===== src/nrb_pkg.sv =====
// Shared types and constants for the generic NACK report builder.
package nrb_pkg;

  localparam int unsigned MAX_PACKET_BYTES_DEF = 1500;

  localparam int SEQ_W    = 16;
  localparam int MASK_W   = 16;
  localparam int COUNT_W  = 8;
  localparam int OFFSET_W = 11;
  localparam int SUM_W    = 16;

  localparam logic [COUNT_W-1:0]  FIELD_CAP    = 8'd253;
  localparam logic [SEQ_W:0]      SPAN         = 17'd16;
  localparam logic [SUM_W-1:0]    HEADER_BYTES = 16'd12;
  localparam logic [SUM_W-1:0]    MIN_REPORT   = 16'd16;
  localparam logic [COUNT_W-1:0]  BASE_LENGTH  = 8'd2;
  localparam logic [OFFSET_W-1:0] OFFSET_RST   = 11'd0;
  localparam logic [COUNT_W-1:0]  FIELDS_RST   = 8'd253;

  typedef enum logic {
    REG_START_OFFSET = 1'b0,
    REG_MAX_FIELDS   = 1'b1
  } cfg_reg_e;

  typedef enum logic {
    KIND_ENTRY   = 1'b0,
    KIND_SUMMARY = 1'b1
  } kind_e;

  typedef struct packed {
    logic [SEQ_W-1:0] seq;
    logic             has_seq;
    logic             last;
  } in_item_t;

  typedef struct packed {
    logic              kind;
    logic [SEQ_W-1:0]  pid;
    logic [MASK_W-1:0] blp;
    logic [COUNT_W-1:0] length_words;
    logic              status;
    logic              end_of_run;
  } out_item_t;

  typedef struct packed {
    logic [OFFSET_W-1:0] start_offset;
    logic [COUNT_W-1:0]  max_fields;
  } cfg_t;

  // Up to three results from one request: the entry it closes, the entry
  // left open at the end of the list, and the summary.
  typedef struct packed {
    logic [2:0]         emit;
    logic [SEQ_W-1:0]   closed_pid;
    logic [MASK_W-1:0]  closed_blp;
    logic [SEQ_W-1:0]   open_pid;
    logic [MASK_W-1:0]  open_blp;
    logic [COUNT_W-1:0] length_words;
    logic               status;
  } bundle_t;

  localparam int EMIT_CLOSED  = 0;
  localparam int EMIT_OPEN    = 1;
  localparam int EMIT_SUMMARY = 2;

endpackage


===== src/nrb_stream_if.sv =====
// Valid/ready stream channel carrying one payload item.
interface nrb_stream_if #(
  parameter type T = logic
) ();
  logic valid;
  logic ready;
  T     data;

  modport source (output valid, output data, input ready);
  modport sink   (input valid, input data, output ready);
endinterface


===== src/nrb_entry_builder.sv =====
// Input register, list state and per-request entry grouping logic.
module nrb_entry_builder #(
  parameter int unsigned MAX_PACKET_BYTES = nrb_pkg::MAX_PACKET_BYTES_DEF
) (
  input  logic             clk,
  input  logic             rst,
  nrb_stream_if.sink       lost,
  input  nrb_pkg::cfg_t    cfg,
  input  logic             bundle_free,
  output logic             bundle_load,
  output nrb_pkg::bundle_t bundle
);

  localparam logic [nrb_pkg::SUM_W-1:0] MaxBytes = nrb_pkg::SUM_W'(MAX_PACKET_BYTES);

  logic               in_valid;
  nrb_pkg::in_item_t  in_item;
  logic               advance;

  logic [nrb_pkg::SEQ_W-1:0]   base_number, base_number_next;
  logic [nrb_pkg::MASK_W-1:0]  loss_mask, loss_mask_next;
  logic                        entry_open, entry_open_next;
  logic [nrb_pkg::COUNT_W-1:0] entry_count, entry_count_next;
  logic                        size_error, size_error_next;
  logic                        limit_reached, limit_reached_next;

  logic                        take;
  logic                        in_range;
  logic [nrb_pkg::SEQ_W-1:0]   offset_diff;
  logic [nrb_pkg::COUNT_W-1:0] limit;
  logic [nrb_pkg::COUNT_W:0]   count_inc;
  logic [nrb_pkg::SUM_W-1:0]   need_bytes;
  logic                        summary_error;

  assign advance    = in_valid && ((bundle.emit == 3'b000) || bundle_free);
  assign lost.ready = !in_valid || advance;
  assign bundle_load = in_valid && (bundle.emit != 3'b000) && bundle_free;

  always_ff @(posedge clk) begin
    if (rst) begin
      in_valid <= 1'b0;
    end else if (lost.ready) begin
      in_valid <= lost.valid;
    end
  end

  always_ff @(posedge clk) begin
    if (lost.ready && lost.valid) begin
      in_item <= lost.data;
    end
  end

  assign limit = (cfg.max_fields < nrb_pkg::FIELD_CAP) ? cfg.max_fields : nrb_pkg::FIELD_CAP;
  assign count_inc = {1'b0, entry_count} + 9'd1;
  assign need_bytes = nrb_pkg::SUM_W'(cfg.start_offset) + nrb_pkg::HEADER_BYTES
                    + nrb_pkg::SUM_W'({count_inc, 2'b00});
  assign take = in_item.has_seq && !size_error && !limit_reached;
  assign in_range = entry_open && (in_item.seq > base_number)
                  && ({1'b0, in_item.seq} < ({1'b0, base_number} + nrb_pkg::SPAN));
  assign offset_diff = in_item.seq - base_number - 16'd1;

  always_comb begin
    base_number_next   = base_number;
    loss_mask_next     = loss_mask;
    entry_open_next    = entry_open;
    entry_count_next   = entry_count;
    size_error_next    = size_error;
    limit_reached_next = limit_reached;
    summary_error      = 1'b0;

    bundle.emit         = 3'b000;
    bundle.closed_pid   = base_number;
    bundle.closed_blp   = loss_mask;
    bundle.open_pid     = '0;
    bundle.open_blp     = '0;
    bundle.length_words = '0;
    bundle.status       = 1'b0;

    if (take) begin
      if (in_range) begin
        loss_mask_next = loss_mask | (16'd1 << offset_diff[3:0]);
      end else begin
        bundle.emit[nrb_pkg::EMIT_CLOSED] = entry_open;
        entry_open_next = 1'b0;
        loss_mask_next  = '0;
        priority if (entry_count >= limit) begin
          limit_reached_next = 1'b1;
        end else if (need_bytes > MaxBytes) begin
          size_error_next = 1'b1;
        end else begin
          entry_count_next = count_inc[nrb_pkg::COUNT_W-1:0];
          base_number_next = in_item.seq;
          entry_open_next  = 1'b1;
        end
      end
    end

    if (in_item.last) begin
      bundle.emit[nrb_pkg::EMIT_OPEN]    = entry_open_next;
      bundle.emit[nrb_pkg::EMIT_SUMMARY] = 1'b1;
      bundle.open_pid = base_number_next;
      bundle.open_blp = loss_mask_next;
      summary_error = size_error_next
                    || ((nrb_pkg::SUM_W'(cfg.start_offset) + nrb_pkg::MIN_REPORT) > MaxBytes);
      bundle.length_words = nrb_pkg::BASE_LENGTH + entry_count_next;
      bundle.status       = summary_error;
      // clear list state for the next list
      base_number_next   = '0;
      loss_mask_next     = '0;
      entry_open_next    = 1'b0;
      entry_count_next   = '0;
      size_error_next    = 1'b0;
      limit_reached_next = 1'b0;
    end
  end

  always_ff @(posedge clk) begin
    if (rst) begin
      base_number   <= '0;
      loss_mask     <= '0;
      entry_open    <= 1'b0;
      entry_count   <= '0;
      size_error    <= 1'b0;
      limit_reached <= 1'b0;
    end else if (advance) begin
      base_number   <= base_number_next;
      loss_mask     <= loss_mask_next;
      entry_open    <= entry_open_next;
      entry_count   <= entry_count_next;
      size_error    <= size_error_next;
      limit_reached <= limit_reached_next;
    end
  end

endmodule


===== src/flat_wrapper.sv =====
// flat-port wrapper written by rule: the top's interface ports become plain ports
module nrb_entry_builder_flat 
#(
  parameter int unsigned MAX_PACKET_BYTES = nrb_pkg::MAX_PACKET_BYTES_DEF
)
  (clk, rst, cfg, bundle_free, bundle_load, bundle, lost_valid, lost_data, lost_ready);
  nrb_stream_if lost_i ();
  input  logic clk;
  input  logic rst;
  input  nrb_pkg::cfg_t cfg;
  input  logic bundle_free;
  output logic bundle_load;
  output nrb_pkg::bundle_t bundle;
  input wire logic [$bits(lost_i.valid)-1:0] lost_valid;
  input wire logic [$bits(lost_i.data)-1:0] lost_data;
  output wire logic [$bits(lost_i.ready)-1:0] lost_ready;
  assign lost_i.valid = lost_valid;
  assign lost_i.data = lost_data;
  assign lost_ready = lost_i.ready;
  nrb_entry_builder #(.MAX_PACKET_BYTES(MAX_PACKET_BYTES)) u_core (.clk(clk), .rst(rst), .lost(lost_i), .cfg(cfg), .bundle_free(bundle_free), .bundle_load(bundle_load), .bundle(bundle));
endmodule

===== config.mk =====
export PLATFORM = sky130hd
export DESIGN_NAME = nrb_entry_builder_flat
export DESIGN_NICKNAME = d
export VERILOG_FILES = /design/src/nrb_pkg.sv /design/src/nrb_stream_if.sv /design/src/nrb_entry_builder.sv /design/src/flat_wrapper.sv
export SDC_FILE = /design/constraint.sdc
export NUM_CORES = 1
export LEC_CHECK = 0
export ABC_AREA = 1
export BUFFER_PORTS_ARGS = -buffer_cell sky130_fd_sc_hd__buf_2
export CAP_MARGIN = 5
export CORE_ASPECT_RATIO = 1.2
export CORE_MARGIN = 2
export CORE_UTILIZATION = 32
export CTS_CLUSTER_DIAMETER = 30
export DETAILED_ROUTE_END_ITERATION = 10
export PLACE_DENSITY = 0.8
export SLEW_MARGIN = 20
export SYNTH_ARGS = -nofsm -noshare
export SYNTH_HDL_FRONTEND = slang
export SYNTH_SLANG_ARGS = --single-unit

===== constraint.sdc =====
create_clock -name clk -period 1.1 [get_ports clk]
set_input_delay 0.055 -clock clk [delete_from_list [all_inputs] [get_ports clk]]
set_output_delay 0.055 -clock clk [all_outputs]
set_load 0.01 [all_outputs]

# [Word level (Yosys, flattened, before mapping)]
# Cells that the tools add are included.
# Widths: inputs -> output; s select.
[op_classes] addsub=2 n_lt_le_gt_ge=1 mux=5 reduce_logical=11
[op_table] op="$mux 41" count=1
[op_table] op="$gt 16x11->1 const B" count=1
[op_table] op="$mux 16" count=1
[op_table] op="$add 11x5->12 const B" count=1
[op_table] op="$add 2x8->8 const A" count=1
[op_table] op="$mux 8" count=1
[op_table] op="$logic_and 1x1->1" count=4
[op_table] op="$logic_not 3->1" count=1
[op_table] op="$logic_or 1x1->1" count=3
[op_table] op="$reduce_bool 3->1" count=1
[op_table] op="$mux 2" count=1
[op_table] op="$reduce_and 2->1" count=1
[op_table] op="$logic_not 1->1" count=1
[op_table] op="$mux 1" count=1
[word_totals] register_bits=27 in_bits=24 output_inout_bits=78 word_cells=24

# [Logic depth before layout (Yosys ltp)]
# Gate-level depths: netlist of run 1.
[logic_depth] ltp_word=6 depth_mapped=9 depth_no_buf=9

# [Worst setup path before layout of run 1]
# OpenSTA, ideal clock, no wires.
[synth_timing] path_type="flip-flop to flip-flop" start="register u_core.in_item[0] in the netlist's numbering" end="register u_core.in_item[0] in the netlist's numbering (enable)" setup_ns=0.298 t_arrival_ns=0.683 required_ns=0.802 slack_ns=0.118 path_stages_with_launch=4 path_buffers=0 synth_period_minus_slack_ns=0.982 cell_sequence="edfxtp_1 -> inv_1 -> nor3_2 -> nor2_1"
[synth_via] elab_chain_len=6
[synth_lines] element="start: declaration" line_no="nrb_entry_builder.sv:17" source="nrb_pkg::in_item_t in_item;"
[synth_lines] element="start signal: assignment" line_no="nrb_entry_builder.sv:49" source="in_item <= lost.data;"
[synth_lines] element="$mux 2" line_no="nrb_entry_builder.sv:98" source="if (in_item.last) begin"
[synth_lines] element="$logic_not 3->1" line_no="nrb_entry_builder.sv:35" source="assign advance = in_valid && ((bundle.emit == 3'b000) || bundle_free);"
[synth_lines] element="$logic_or 1x1->1" line_no="nrb_entry_builder.sv:35"
[synth_lines] element="$logic_and 1x1->1" line_no="nrb_entry_builder.sv:35"
[synth_lines] element="$logic_or 1x1->1" line_no="nrb_entry_builder.sv:36" source="assign lost.ready = !in_valid || advance;"
[synth_lines] element="$logic_and 1x1->1" line_no="nrb_entry_builder.sv:48" source="if (lost.ready && lost.valid) begin"
# No other way between the ends.
# A chain may end at the register's enable or synchronous reset.

# [Worst setup path after layout of run 1]
[layout_timing] start="register u_core.in_item[0] in the netlist's numbering" end="output port lost_ready"
[layout_via] elab_chain_len=5
[layout_lines] element="$mux 2" line_no="nrb_entry_builder.sv:98"
[layout_lines] element="$logic_not 3->1" line_no="nrb_entry_builder.sv:35"
[layout_lines] element="$logic_or 1x1->1" line_no="nrb_entry_builder.sv:35"
[layout_lines] element="$logic_and 1x1->1" line_no="nrb_entry_builder.sv:35"
[layout_lines] element="$logic_or 1x1->1" line_no="nrb_entry_builder.sv:36"
[layout_lines] element="end: declaration" line_no="flat_wrapper.sv:16" source="output wire logic [$bits(lost_i.ready)-1:0] lost_ready;"
# No other way between the ends.

==> impl_metrics.json, run 1 <==
{
  "status": "complete, no violations",
  "synth-edff-count": 1,
  "rsz0062_at_grt": "yes",
  "clockBufferDepth": 2,
  "gp_congestion": 0.610,
  "rrSetupSlack_ps": 90,
  "yosysTopAreaCell": "buf_4",
  "fin_nets": 171,
  "ys_seq_elements": 2,
  "htree_levels": 1,
  "powerDensity_nw_per_um2": 658,
  "overflow": 0,
  "root_buffer": "clkbuf_4",
  "wl_per_cell_um": 5.89,
  "grt_use_total_pct": 6.79,
  "drt-total-wl_mm": 1.04,
  "synthCells": 115,
  "diodes": 0,
  "first_iter_violations": 2,
  "seq_area_frac_synth_pct": 6.16,
  "period_share_pct": 99.6,
  "core_area_um2": 2480,
  "finalClockSkew_ps": 9.32,
  "start_util_pct": 32.8,
  "clk_pin_slew_ps": 40,
  "arrival_ps": 1040,
  "fin_cells": 177,
  "worstPathMaxFanout": 4,
  "min_to": "u_core.in_valid$_SDFFE_PP0N_",
  "portBuffers": 20,
  "syn_area_per_cell_um2": 7.06,
  "drt_pass1_iterations": 4,
  "layout-drive-gt1-share_pct": 26.4,
  "fmax_ghz": 0.913,
  "grt_max_degree": 5,
  "grt_pass1_vias": 398,
  "die_h_um": 59.2,
  "synth.cell_area_um2": 812,
  "final_max_slew_viol_count": 0,
  "synth_cell_type_count": 19,
  "yosys_warnings": 0,
  "drc_errors": 0,
  "num-fill-cells": 300,
  "setup_viol": 0,
  "finalCriticalPeriod_ps": 1100,
  "worst_slack_ps": 4.73,
  "dp_cells": 169,
  "synthTopCellsByCount": "buf_4 (74), inv_1 (10), nand2_1 (7)",
  "dp_hpwl_um": 886,
  "reg2reg_depth": 5,
  "die_w_um": 50.0,
  "antenna_found_initial": 0,
  "area_growth_pct": -4.78,
  "numCtsBuffers": 3,
  "grt_pass1_wl_mm": 1.48,
  "clk_latency_ps": 240,
  "whs_path_depth": 3,
  "place_ws_ps": -5.83,
  "synthArstFlopShare_pct": 0,
  "dieArea_um2": 2960,
  "startpoint_type": "flip-flop",
  "critical_path_required_ps": 1040,
  "yosysMostFrequentCell": "buf_4",
  "r2r_start": "u_core.in_item[0]$_DFFE_PP_",
  "cts_tree": "built",
  "via_count": 547,
  "peakVddDrop_v": 0.000387,
  "finalHoldViolCount": 0,
  "io_pins": 102,
  "hold_start": "lost_valid",
  "rows": 20,
  "drtAntennaViolNets": 0,
  "synth_area_leaders": "buf_4 (68%), inv_1 (4.6%), edfxtp_1 (3.7%), nand2_1 (3.2%), ha_1 (3.1%)",
  "vias_per_cell": 3.09,
  "hp-class": "primary input to flip-flop",
  "power_leakage_nw": 0.512,
  "regToRegEndpoint": "u_core.in_valid$_SDFFE_PP0N_",
  "max_cap_viol_count": 0,
  "crit_type": "flip-flop to output pin",
  "cts_num_sinks": 2,
  "synth_top_area_share_pct": 68.4,
  "synth_ff_type": "edfxtp_1",
  "cp-end-kind": "output pin"
}
-- cell type report --
cell class / instances / area (um^2) / share of cell area, %
Tap cell: 33 / 41.3 / 5.34
Timing Repair Buffer: 27 / 168 / 21.7
Multi-Input combinational cell: 100 / 447 / 57.8
Clock buffer: 4 / 26.3 / 3.40
Sequential cell: 2 / 50.0 / 6.47
Inverter: 11 / 41.3 / 5.34
-- sequential cells by signal, indices dropped and copies added (netlist names) --
signal and cells:
u_core.in_item 1, u_core.in_valid 1
-- metrics by stage --
| step | TNS [ps] | cell area, um^2 | hold slack (ps) | util (%) | total power, mW |
|---|---|---|---|---|---|
| after floorplan | 0 | 1080 | 124 | - | 0.437 |
| after global placement | -3.29 | 691 | 214 | 27.9 | 0.294 |
| after detailed placement | -5.83 | 691 | 229 | 27.9 | 0.297 |
| after CTS | -10.9 | 744 | 101 | 30.1 | 0.504 |
| after global routing | -173 | 773 | 112 | 31.2 | 0.565 |
| final | 0 | 773 | 108 | 31.2 | 0.509 |
-- cells by family (layout without fill, tap and decap cells) --
logic type	count (synthesis)	count (layout)	synth area share [%]
buffers and inverters	85	42	73.5
and+or+nand+nor	21	21	12.8
AOI/OAI and AO/OA	4	4	4.01
adders and majority gates	2	2	3.08
DFF	2	2	6.16
other	1	73	0.462
-- per-layer routing --
layer,share of wire [%],routed length [um],global-route usage (%)
met4,1.6,17,5.95
met5,0,0,0
met2,57,592,13.2
met3,15,155,1.52
met1,27,278,5.68
-- worst max path at each step --
stage | from | to | depth (start not counted)
after floorplan | u_core.in_item[0]$_DFFE_PP_ | u_core.in_item[0]$_DFFE_PP_ | 3
after global placement | cfg[12] | bundle[0] | 10
after detailed placement | cfg[12] | bundle[0] | 10
after CTS | u_core.in_item[0]$_DFFE_PP_ | bundle[0] | 4
after global routing | cfg[12] | bundle[0] | 10
final | u_core.in_item[0]$_DFFE_PP_ | lost_ready | 4
-- where the power goes --
part / total [mW] / leakage (nW) / switching (mW) / internal, mW
Clock: 0.190 / 0.0150 / 0.0547 / 0.135
Sequential: 0.0872 / 0.0181 / 0.00336 / 0.0838
Combinational: 0.231 / 0.479 / 0.168 / 0.0637
Total: 0.509 / 0.512 / 0.226 / 0.283
-- cells in the final DEF, fill, tap and decap left out, types with 2 or more instances in the layout --
master | synthesis | final
buf_4 | 74 | 4
clkbuf_4 | 0 | 3
a21oi_2 | 1 | 2
buf_2 | 0 | 19
nor2_1 | 5 | 5
nand2_2 | 0 | 2
dlygate4sd3_1 | 0 | 2
nand2_1 | 7 | 5
nand3_1 | 4 | 4
buf_6 | 0 | 2
inv_1 | 10 | 10
conb_1 | 1 | 73
-- what timing repair did --
item                       in CTS  in global routing
hold buffers                    2                  0
pin swaps                       0                  2
hold endpoints to repair        2                  0
buffers inserted                1                  1
gates resized for setup         0                  6
setup endpoints to repair       2                  2
-- worst max-delay path: stages (launching register included) --
cell and delay [ps]:
edfxtp_1 390, inv_1 70, nor3_2 160, inv_2 60, buf_6 120
Power figures use the tool's default switching activity.
==> run 2, diff against run 1 <==
- CORE_UTILIZATION: 32 -> 35
- PLACE_DENSITY: 0.8 -> 0.87
- clock period: 1.1 -> 1.39 ns (I/O delays scaled with it)
==> run 2 against run 1 <==
Against the previous run:
- clock skew fell by 6.0 ps
- clock-buffer cell count did not move
- power fell by 23%
- utilization rose by 0.65 points
- worst setup slack improved by 250 ps
- hold slack got worse by 13 ps
- global-route usage rose by 0.054 points
- critical path depth did not move
- register-to-register slack improved by 320 ps
- non-clock buffer count fell by 5
- die area fell by 7.9%
- design area fell by 7.9%
- largest power group unchanged
==> impl_metrics.json, run 2 (synthesis results as in run 1) <==
{
  "crit_type": "flip-flop to output pin",
  "die_w_um": 48.0,
  "rsz0062_at_grt": "no",
  "crit_end": "lost_ready",
  "antenna_found_initial": 0,
  "rows": 19,
  "final_common_cell": "conb_1",
  "biggestRegsByFlops": "u_core.in_item (1), u_core.in_valid (1)",
  "worstPathMaxFanout": 5,
  "finalClockSkew_ps": 3.30,
  "critPathLaunch": "u_core.in_item[0]$_DFFE_PP_",
  "peakVddDrop_v": 0.000500,
  "rrSetupSlack_ps": 410,
  "power_leakage_nw": 0.484,
  "area_growth_pct": -12.3,
  "die_h_um": 56.8,
  "clk_latency_ps": 240,
  "drt_pass1_iterations": 2,
  "clk_pin_slew_ps": 40,
  "wl_per_cell_um": 5.94,
  "cts_tree": "built",
  "grt_pass1_wl_mm": 1.26,
  "dieArea_um2": 2720,
  "num-fill-cells": 272,
  "reg2reg_depth": 3,
  "clockBufferDepth": 2,
  "seqCellArea_um2": 50.0,
  "max_cap_viol_count": 0,
  "finalHoldViolCount": 0,
  "period_share_pct": 81.4,
  "finalCriticalPeriod_ps": 1130,
  "cts_num_sinks": 2,
  "arrival_ps": 1060,
  "setup_tns_ps": 0,
  "layout-drive-gt1-share_pct": 20.9,
  "grt_use_total_pct": 6.84,
  "via_count": 502,
  "grt_pass1_vias": 338,
  "finish.utilization_pct": 31.9,
  "regToRegEndpoint": "u_core.in_item[0]$_DFFE_PP_",
  "cp-end-kind": "output pin",
  "fin_nets": 166,
  "drt-total-wl_mm": 1.01,
  "overflow": 0,
  "hp-class": "primary input to flip-flop",
  "critical_path_required_ps": 1320,
  "diodes": 0,
  "fmax_ghz": 0.884,
  "root_buffer": "clkbuf_4",
  "total_power_uw": 390,
  "status": "complete, no violations",
  "htree_levels": 1,
  "max_stage_delay_ps": 410,
  "final_cell_mix": "conb_1 (73), buf_2 (20), inv_1 (10)",
  "startpoint_type": "flip-flop",
  "critical_path.cell_chain": "inv_1 > nor3_2 > inv_2 > buf_2",
  "core_area_um2": 2230,
  "r2r_start": "u_core.in_item[0]$_DFFE_PP_",
  "powerDensity_nw_per_um2": 547,
  "cpMaxStageDelayCell": "edfxtp_1",
  "drc_errors": 0,
  "start_util_pct": 36.3,
  "gp_congestion": 0.659,
  "finish.instance_area_um2": 712,
  "final_max_slew_viol_count": 0,
  "place_area_um2": 666,
  "grt_max_degree": 6,
  "dp_hpwl_um": 870,
  "cts_setup_buffers": 0,
  "numCtsBuffers": 3,
  "drtAntennaViolNets": 0,
  "portBuffers": 20,
  "io_pins": 102,
  "first_iter_violations": 1,
  "vias_per_cell": 2.95,
  "multi_input_area_um2": 435,
  "setup_viol": 0
}
==> run 2: cell types whose count changed in the layout (fill, tap and decap cells not counted), sizes merged <==
cell,delta
buf,-5
==> run 2: worst max-delay path, delay by kind of cell, from the launching register on <==
kind	cells	cell delay, ps
flip-flops	1	410
buffers and inverters	3	250
AND/OR/NAND/NOR	1	160
==> run 2: how the worst min path moves through the flow <==
stage | start | end | slack [ps] | cells past startpoint
after global placement | rst | u_core.in_valid$_SDFFE_PP0N_ | 240 | 2
after CTS | lost_valid | u_core.in_valid$_SDFFE_PP0N_ | 80 | 3
after detailed placement | rst | u_core.in_valid$_SDFFE_PP0N_ | 240 | 2
final | lost_valid | u_core.in_valid$_SDFFE_PP0N_ | 90 | 3
after global routing | lost_valid | u_core.in_valid$_SDFFE_PP0N_ | 110 | 3
after floorplan | rst | u_core.in_valid$_SDFFE_PP0N_ | 140 | 1
==> run 2: metal layers <==
layer  track usage [%]  wire (um)
met3              3.54        208
met1              5.62        289
met5                 0          0
met4              6.95         28
met2              10.5        481
==> run 2: repair_timing <==
| action | CTS | global route |
|---|---|---|
| hold buffers | 2 | 0 |
| gates resized for setup | 0 | 0 |
| endpoints found under the hold margin | 2 | 0 |
==> run 2: power breakdown <==
group / switching [mW] / internal [mW] / leakage [nW]
Sequential: 0.00279 / 0.0663 / 0.0181
Clock: 0.0471 / 0.108 / 0.0150
Combinational: 0.127 / 0.0389 / 0.451
==> run 2: cell type report <==
cell class	count	area share (%)
Clock buffer	4	3.69
Timing Repair Buffer	22	16.9
Tap cell	31	5.45
Sequential cell	2	7.03
Multi-Input combinational cell	100	61.2
Inverter	11	5.80
==> run 2: per-stage QoR <==
| step | hold WS, ps | cells | worst slack [ps] |
|---|---|---|---|
| 2_1_floorplan | 139 | 187 | 408 |
| 3_3_place_gp | 237 | 164 | 254 |
| 3_5_place_dp | 238 | 164 | 258 |
| 4_1_cts | 84.8 | 170 | 230 |
| 5_1_grt | 108 | 170 | 131 |
| 6_report | 94.1 | 170 | 258 |
==> run 3, diff against run 2 <==
- CORE_UTILIZATION: 35 -> 32
- PLACE_DENSITY: 0.87 -> 0.8
- clock period: 1.39 -> 1.2 ns (I/O delays scaled with it)
==> run 3 against run 2 <==
Against the previous run:
- clock-buffer cell count did not move
- flip-flop and latch count did not move
- die area rose by 8.6%
- routed wire length rose by 1.3%
- combinational power rose by 19%
- utilization fell by 2.6 points
- first-iteration DRC count rose to 3.0 times the previous value
- critical path type unchanged
- clock power rose by 15%
- design area rose by 1.8%
- final cell count rose by 1.8%
==> impl_metrics.json, run 3 (synthesis results as in run 1) <==
{
  "power_frac_clock_pct": 39.2,
  "power_leakage_nw": 0.489,
  "vias_per_cell": 3.08,
  "grt_pass1_wl_mm": 1.26,
  "drt_pass1_iterations": 2,
  "hold_ws_ps": 97.8,
  "final_max_slew_viol_count": 0,
  "numCtsBuffers": 3,
  "drtAntennaViolNets": 0,
  "arrival_ps": 1040,
  "worst_slack_ps": 95.8,
  "r2r_start": "u_core.in_item[0]$_DFFE_PP_",
  "worstPathMaxFanout": 4,
  "max_stage_delay_ps": 400,
  "grt_pass1_vias": 359,
  "htree_levels": 1,
  "place_ws_ps": 71.4,
  "rrSetupSlack_ps": 220,
  "whs_path_depth": 3,
  "hp-class": "primary input to flip-flop",
  "regToRegEndpoint": "u_core.in_item[0]$_DFFE_PP_",
  "finalCriticalPeriod_ps": 1100,
  "grt_use_total_pct": 6.05,
  "seqCellArea_um2": 50.0,
  "final_cell_mix": "conb_1 (73), buf_2 (20), inv_1 (10)",
  "portBuffers": 20,
  "fin_nets": 167,
  "antenna_found_initial": 0,
  "grt_max_degree": 6,
  "dieArea_um2": 2960,
  "cpMaxStageDelayCell": "edfxtp_1",
  "power.internal_uw": 249,
  "crit_type": "flip-flop to output pin",
  "critical_path.cell_chain": "inv_1 > nor3_2 > inv_2 > buf_2",
  "dp_hpwl_um": 865,
  "startpoint_type": "flip-flop",
  "powerDensity_nw_per_um2": 628,
  "p_seq_share_pct": 17.5,
  "fmax_ghz": 0.906,
  "drc_errors": 0,
  "root_buffer": "clkbuf_4",
  "peakVddDrop_v": 0.000330,
  "total_power_uw": 455,
  "finalHoldViolCount": 0,
  "drt-total-wl_mm": 1.02,
  "area_growth_pct": -10.8,
  "clk_pin_slew_ps": 40,
  "rows": 20,
  "clk_latency_ps": 240,
  "setup_viol": 0,
  "multi_input_area_um2": 438,
  "rsz0062_at_grt": "no",
  "first_iter_violations": 3,
  "clockBufferDepth": 2,
  "finalClockSkew_ps": 4.52,
  "gp_congestion": 0.610,
  "min_to": "u_core.in_valid$_SDFFE_PP0N_",
  "hold_start": "lost_valid",
  "finish.utilization_pct": 29.2,
  "via_count": 533,
  "die_w_um": 50.0,
  "status": "complete, no violations",
  "final_common_cell": "conb_1",
  "layout-drive-gt1-share_pct": 22.1,
  "cts_tree": "built",
  "start_util_pct": 32.8,
  "combPwrFrac_pct": 43.3,
  "p_sw_uw": 206,
  "critical_path_required_ps": 1140,
  "num-fill-cells": 291,
  "period_share_pct": 92.0,
  "p_sw_share_pct": 45.2,
  "biggestRegsByFlops": "u_core.in_item (1), u_core.in_valid (1)",
  "io_pins": 102,
  "wl_per_cell_um": 5.91,
  "diodes": 0,
  "reg2reg_depth": 3,
  "core_area_um2": 2480,
  "cts_num_sinks": 2,
  "cp-end-kind": "output pin",
  "die_h_um": 59.2,
  "max_cap_viol_count": 0,
  "setup_tns_ps": 0,
  "overflow": 0
}
-- run 3: final cells by class --
class                   instances  area share (%)
clock buffers                   4            3.63
inverters                      11            5.70
multi-input cells             100            60.4
flip-flops and latches          2            6.91
well taps                      33            5.70
repair buffers                 23            17.6
-- run 3: through the flow --
| stage | cells | instance area (um^2) |
|---|---|---|
| 2_1_floorplan | 187 | 1080 |
| 3_3_place_gp | 166 | 668 |
| 3_5_place_dp | 166 | 668 |
| 4_1_cts | 172 | 714 |
| 5_1_grt | 173 | 724 |
| 6_report | 173 | 724 |
-- run 3: routing by layer --
metal	vias up	GRT usage, %	part of all wire (%)
li1	253	-	-
met1	225	4.31	27
met2	51	11.1	54
met3	4	2.27	15
met4	0	7.14	3.7
met5	-	0	0
-- run 3: how the worst max path moves through the flow --
stage | cells past startpoint | end | slack (ps) | startpoint
2_1_floorplan | 3 | u_core.in_item[0]$_DFFE_PP_ | 220 | u_core.in_item[0]$_DFFE_PP_
3_3_place_gp | 10 | bundle[0] | 70 | cfg[12]
3_5_place_dp | 10 | bundle[0] | 70 | cfg[12]
4_1_cts | 4 | lost_ready | 40 | u_core.in_item[0]$_DFFE_PP_
5_1_grt | 4 | lost_ready | 0.6 | u_core.in_item[0]$_DFFE_PP_
6_report | 4 | lost_ready | 100 | u_core.in_item[0]$_DFFE_PP_
-- run 3: worst max-delay path, delay by kind of cell, from the launching register on --
kind	cells	cell delay, ps
flip-flops	1	400
buffers and inverters	3	250
AND/OR/NAND/NOR	1	160
-- run 3: repair_timing --
action / in CTS / in global routing
gates resized for setup: 0 / 1
setup endpoints to repair: 0 / 2
hold buffers: 2 / 0
hold endpoints to repair: 2 / 0
buffers inserted: 0 / 1
-- run 3: power by group through the flow --
stage,Sequential (mW),Clock [mW],Combinational [mW]
after global routing,0.0805,0.199,0.221
final,0.0798,0.178,0.197
after detailed placement,0.0815,0,0.183
after floorplan,0.0815,0,0.319
after global placement,0.0812,0,0.181
after CTS,0.0806,0.188,0.188
